<file path="src/gcpr_pkg.sv">
// gcpr_pkg: beat types, op codes and result types for the grouped complex
// product reduction block. No dependencies.
`timescale 1ns / 1ps
`default_nettype none

package gcpr_pkg;

  localparam int DATA_W = 32;
  localparam int GRP_W  = 8;

  localparam logic [1:0] OP_MUL   = 2'd0;
  localparam logic [1:0] OP_READ  = 2'd1;
  localparam logic [1:0] OP_CLEAR = 2'd2;

  // 1.0 in signed Q1.30
  localparam logic signed [DATA_W-1:0] Q_ONE  = 32'sh4000_0000;
  localparam logic signed [DATA_W-1:0] Q_ZERO = 32'sh0000_0000;

  typedef struct packed {
    logic [1:0]               op;
    logic [GRP_W-1:0]         group;
    logic signed [DATA_W-1:0] in_real;
    logic signed [DATA_W-1:0] in_imag;
  } in_item_t;

  typedef struct packed {
    logic [GRP_W-1:0]         out_group;
    logic signed [DATA_W-1:0] out_real;
    logic signed [DATA_W-1:0] out_imag;
    logic                     saturated;
  } out_item_t;

  // result of one complex multiply
  typedef struct packed {
    logic signed [DATA_W-1:0] re;
    logic signed [DATA_W-1:0] im;
    logic                     sat;
  } cmul_res_t;

endpackage : gcpr_pkg

`default_nettype wire

</file>
<file path="src/gcpr_cmul.sv">
// gcpr_cmul: complex multiply (a+bi)*(c+di) in Q1.30 on one shared 32x32
// multiplier, four products in turn, then round to nearest and saturate.
// Depends on gcpr_pkg.
`timescale 1ns / 1ps
`default_nettype none

module gcpr_cmul (
  input  wire                      clk,
  input  wire                      rst_n,
  input  wire                      start,
  input  wire logic signed [31:0]  a,
  input  wire logic signed [31:0]  b,
  input  wire logic signed [31:0]  c,
  input  wire logic signed [31:0]  d,
  output logic                     done,
  output gcpr_pkg::cmul_res_t      res
);
  import gcpr_pkg::*;

  logic               busy_r;
  logic               done_r;
  logic [2:0]         cnt_r;
  logic signed [31:0] a_r, b_r, c_r, d_r;
  logic signed [31:0] mx, my;
  logic signed [63:0] prod_r;
  logic signed [63:0] hold_r;
  logic signed [64:0] sum_re_r;
  logic signed [64:0] sum_im_r;
  cmul_res_t          res_r;
  logic [32:0]        rnd_re, rnd_im;

  // round half up on bit 29 and clip to 32 bits; returns {sat, value}
  function automatic logic [32:0] round_sat(input logic signed [64:0] s);
    logic signed [65:0] t;
    logic               ovf;
    t   = ($signed({s[64], s}) + 66'sd536870912) >>> 30;
    ovf = !((&t[65:31]) || (~|t[65:31]));
    if (ovf) begin
      round_sat = {1'b1, t[65] ? 32'h8000_0000 : 32'h7FFF_FFFF};
    end else begin
      round_sat = {1'b0, t[31:0]};
    end
  endfunction

  // product order: a*c, b*d, a*d, b*c
  assign mx = cnt_r[0] ? b_r : a_r;
  assign my = (cnt_r == 3'd0 || cnt_r == 3'd3) ? c_r : d_r;

  assign rnd_re = round_sat(sum_re_r);
  assign rnd_im = round_sat(sum_im_r);

  always_ff @(posedge clk) begin
    if (!rst_n) begin
      busy_r <= 1'b0;
      done_r <= 1'b0;
      cnt_r  <= 3'd0;
    end else begin
      done_r <= !start && busy_r && (cnt_r == 3'd5);
      if (start) begin
        a_r    <= a;
        b_r    <= b;
        c_r    <= c;
        d_r    <= d;
        busy_r <= 1'b1;
        cnt_r  <= 3'd0;
      end else if (busy_r) begin
        prod_r <= mx * my;
        cnt_r  <= cnt_r + 3'd1;
        unique case (cnt_r)
          3'd1: hold_r <= prod_r;
          3'd2: sum_re_r <= {hold_r[63], hold_r} - {prod_r[63], prod_r};
          3'd3: hold_r <= prod_r;
          3'd4: sum_im_r <= {hold_r[63], hold_r} + {prod_r[63], prod_r};
          3'd5: begin
            res_r.re  <= rnd_re[31:0];
            res_r.im  <= rnd_im[31:0];
            res_r.sat <= rnd_re[32] | rnd_im[32];
            busy_r    <= 1'b0;
          end
          default: ;
        endcase
      end
    end
  end

  assign done = done_r;
  assign res  = res_r;

endmodule : gcpr_cmul

`default_nettype wire

</file>
<file path="config.mk">
export PLATFORM = sky130hd
export DESIGN_NAME = gcpr_cmul
export DESIGN_NICKNAME = d
export VERILOG_FILES = /design/src/gcpr_pkg.sv /design/src/gcpr_cmul.sv
export SDC_FILE = /design/constraint.sdc
export NUM_CORES = 2
export LEC_CHECK = 0
export ABC_AREA = 0
export BUFFER_PORTS_ARGS = -buffer_cell sky130_fd_sc_hd__buf_4
export CAP_MARGIN = 10
export CORE_ASPECT_RATIO = 1.75
export CORE_MARGIN = 2
export CORE_UTILIZATION = 50
export CTS_CLUSTER_DIAMETER = 30
export DETAILED_ROUTE_END_ITERATION = 8
export HOLD_SLACK_MARGIN = 0.12
export PLACE_DENSITY_LB_ADDON = 0.25
export SYNTH_ARGS = -nofsm -noshare
export SYNTH_HDL_FRONTEND = slang
export SYNTH_SLANG_ARGS = --single-unit
</file>
<file path="constraint.sdc">
create_clock -name clk -period 31 [get_ports clk]
set_clock_uncertainty 0.1 [all_clocks]
set_input_delay 0 -clock clk [delete_from_list [all_inputs] [get_ports clk]]
set_output_delay 0 -clock clk [all_outputs]
set_load 0.02 [all_outputs]
</file>
==> metrics.csv <==
metric,value,unit
outcome,"complete, no violations",
dp_cells,7132,
hold_viol_final,0,
avgSynthCellArea,9.98,um^2
via_per_inst,5.65,
crit_required,31240,ps
setup_violations,0,
port_buffers,196,
setup_tns,0,ps
synthTopCellsByArea,"fa_1, edfxtp_1, inv_1",
dr_total_vias,42386,
syn_inst,5606,
synth_top_family_by_area,adder cells,
cts_tree,done,
stdcell_count,7496,
synth.most_common_cell,inv_1,
critPathMaxStageDelay,1240,ps
antenna_found_initial,7,
rows,162,
fin_crit_sh,39.2,%
min_period,12140,ps
io_pins,197,
synth_edf_count,393,
synthTopCellsByCount,"inv_1, fa_1, nor2_1",
tightest_slew,1230,ps
synth-xor-area-share,3.02,%
wirelength,182000,um
drc_errors,0,
crit_type,reg -> reg,
syn2layout_area_growth,13.9,%
cts.repair.resized,0,
dr.pass1.iters,9,
synth.area.mux_share,2.41,%
maxSlewViolCount,0,
ys_seq_area_share,21.3,%
drtAntennaViolNets,0,
dieWidth,257,um
yosys.area_share.simple,11.7,%
initial_core_util,50.3,%
netlist.area_leader.share,38.7,%
drv_cap,0,
clock_latency,660,ps
yosysTopAreaCell,fa_1,
min_path_type,reg -> reg,
synth-compound-area-share,6.66,%
cts_root_buffer,clkbuf_16,
endpoint_kind,register,
htreeDepth,2,
coreArea,111000,um^2
nNetsFinal,7502,
dp_hpwl,142000,um
drive_gt1_share,8.19,%
synth_cell_types,86,
gp_congestion,1.03,
nFillCells,9484,
wl_per_cell,24.3,um
crit_fanout,42,
critPathArrivalTime,12380,ps
cts_buffers,55,
clock-sinks,398,
syn_area,56000,um^2
synthAdderAreaFrac,45.8,%
grt_max_degree,87,
clock.fmax,82.4,MHz
clockBufferDepth,3,
synth_top_flop_cell,edfxtp_1,
syn-num-nets,7136,
critPathSlowestCell,fa_1,
grt_pass1_wl,273000,um
dieArea,115000,um^2
die_h,447,um
start_kind,register,
clk_pin_slew,60,ps
timing.slew.headroom,15.4,%
cp_common_cell,fa_1,
drt_iter0_markers,3000,
ys_warn_count,0,
ys_ff_latch,398,
track_usage,32.3,%
rsz0062_at_grt,false,
async_flop_share,0,%
grt_pass1_vias,46601,
grt_overflow,0,
## cell usage in the layout (no fill, tap or decap), types with 61 or more instances in the layout
cell           count
xnor2_1          126
inv_1           1135
o21ai_0          106
nand2_1          595
mux2_2            61
fa_1            1082
buf_4            268
a21oi_1          201
xor2_1            67
dlygate4sd3_1    259
edfxtp_1         393
ha_1             317
nor2_1           677
## metal layers
layer	vias to the layer above	part of all wire, %	wire length (um)	track usage [%]
li1	18205	-	-	-
met1	21316	32	57600	32.1
met2	1998	50	90300	57.2
met3	865	7.4	13400	6.25
met4	2	11	20500	28.8
met5	-	0.0061	11	0
## stage by stage
stage	cell area [um^2]	utilization [%]	setup WS, ps	hold WS [ps]
floorplan	56000	-	20810	-1.13
global placement	59200	53.2	19350	78.3
detailed placement	59200	53.2	19090	79.3
CTS	63700	57.2	19050	356
global route	63700	57.3	18170	371
finish	63700	57.3	18860	352
## critical path, delay by kind of cell, from the launching register on
kind / cells / cell delay, ps
AOI/OAI and AO/OA: 5 / 1620
DFF: 1 / 730
xor gates and xnor gates: 1 / 110
buffers and inverters: 8 / 2530
and+or+nand+nor: 5 / 640
adders and majority gates: 10 / 5730
muxes: 1 / 350
## area by class of cell
cell class	count	area (um^2)	share of cell area, %
multi-input cells	3852	39200	61.5
inverters	1138	4270	6.70
clock inverters	41	505	0.793
repair buffers	527	4600	7.23
well taps	1476	1850	2.90
clock buffers	60	1420	2.22
diodes	4	10.0	0.0157
flip-flops and latches	398	11900	18.7
## kinds of logic after synthesis
family,Yosys count
AO/OA/AOI/OAI,575
XOR/XNOR,193
adder cells (fa/ha/maj),1399
buffers and inverters,1356
flip-flops,398
multiplexers,127
AND/OR/NAND/NOR,1558
## final timing paths
path | end | startpoint | slack, ps | cells past startpoint
worst max-delay path | prod_r[59] | cnt_r[0] | 18860 | 30
worst min-delay path | hold_r[47] | prod_r[47] | 350 | 0
worst max register to register | prod_r[59] | cnt_r[0] | 18860 | 30
worst min register to register | hold_r[47] | prod_r[47] | 350 | 0
## flip-flops by register name, summed over array words and instances, names as in the netlist, 3 cells and up
signal,cells
res,65
hold_r,64
prod_r,64
sum_im_r,36
sum_re_r,36
a_r,32
b_r,32
c_r,32
d_r,32
cnt_r,3
## timing repair
| item | CTS | global route |
|---|---|---|
| setup buffers | 0 | 0 |
| hold endpoints to repair | 192 | 0 |
| endpoints found under the setup margin | 0 | 0 |
| hold buffers | 259 | 0 |
Power is left out: the tool's default activity adds up to more than one toggle a clock period on the data nets, which glitch-free logic cannot reach.
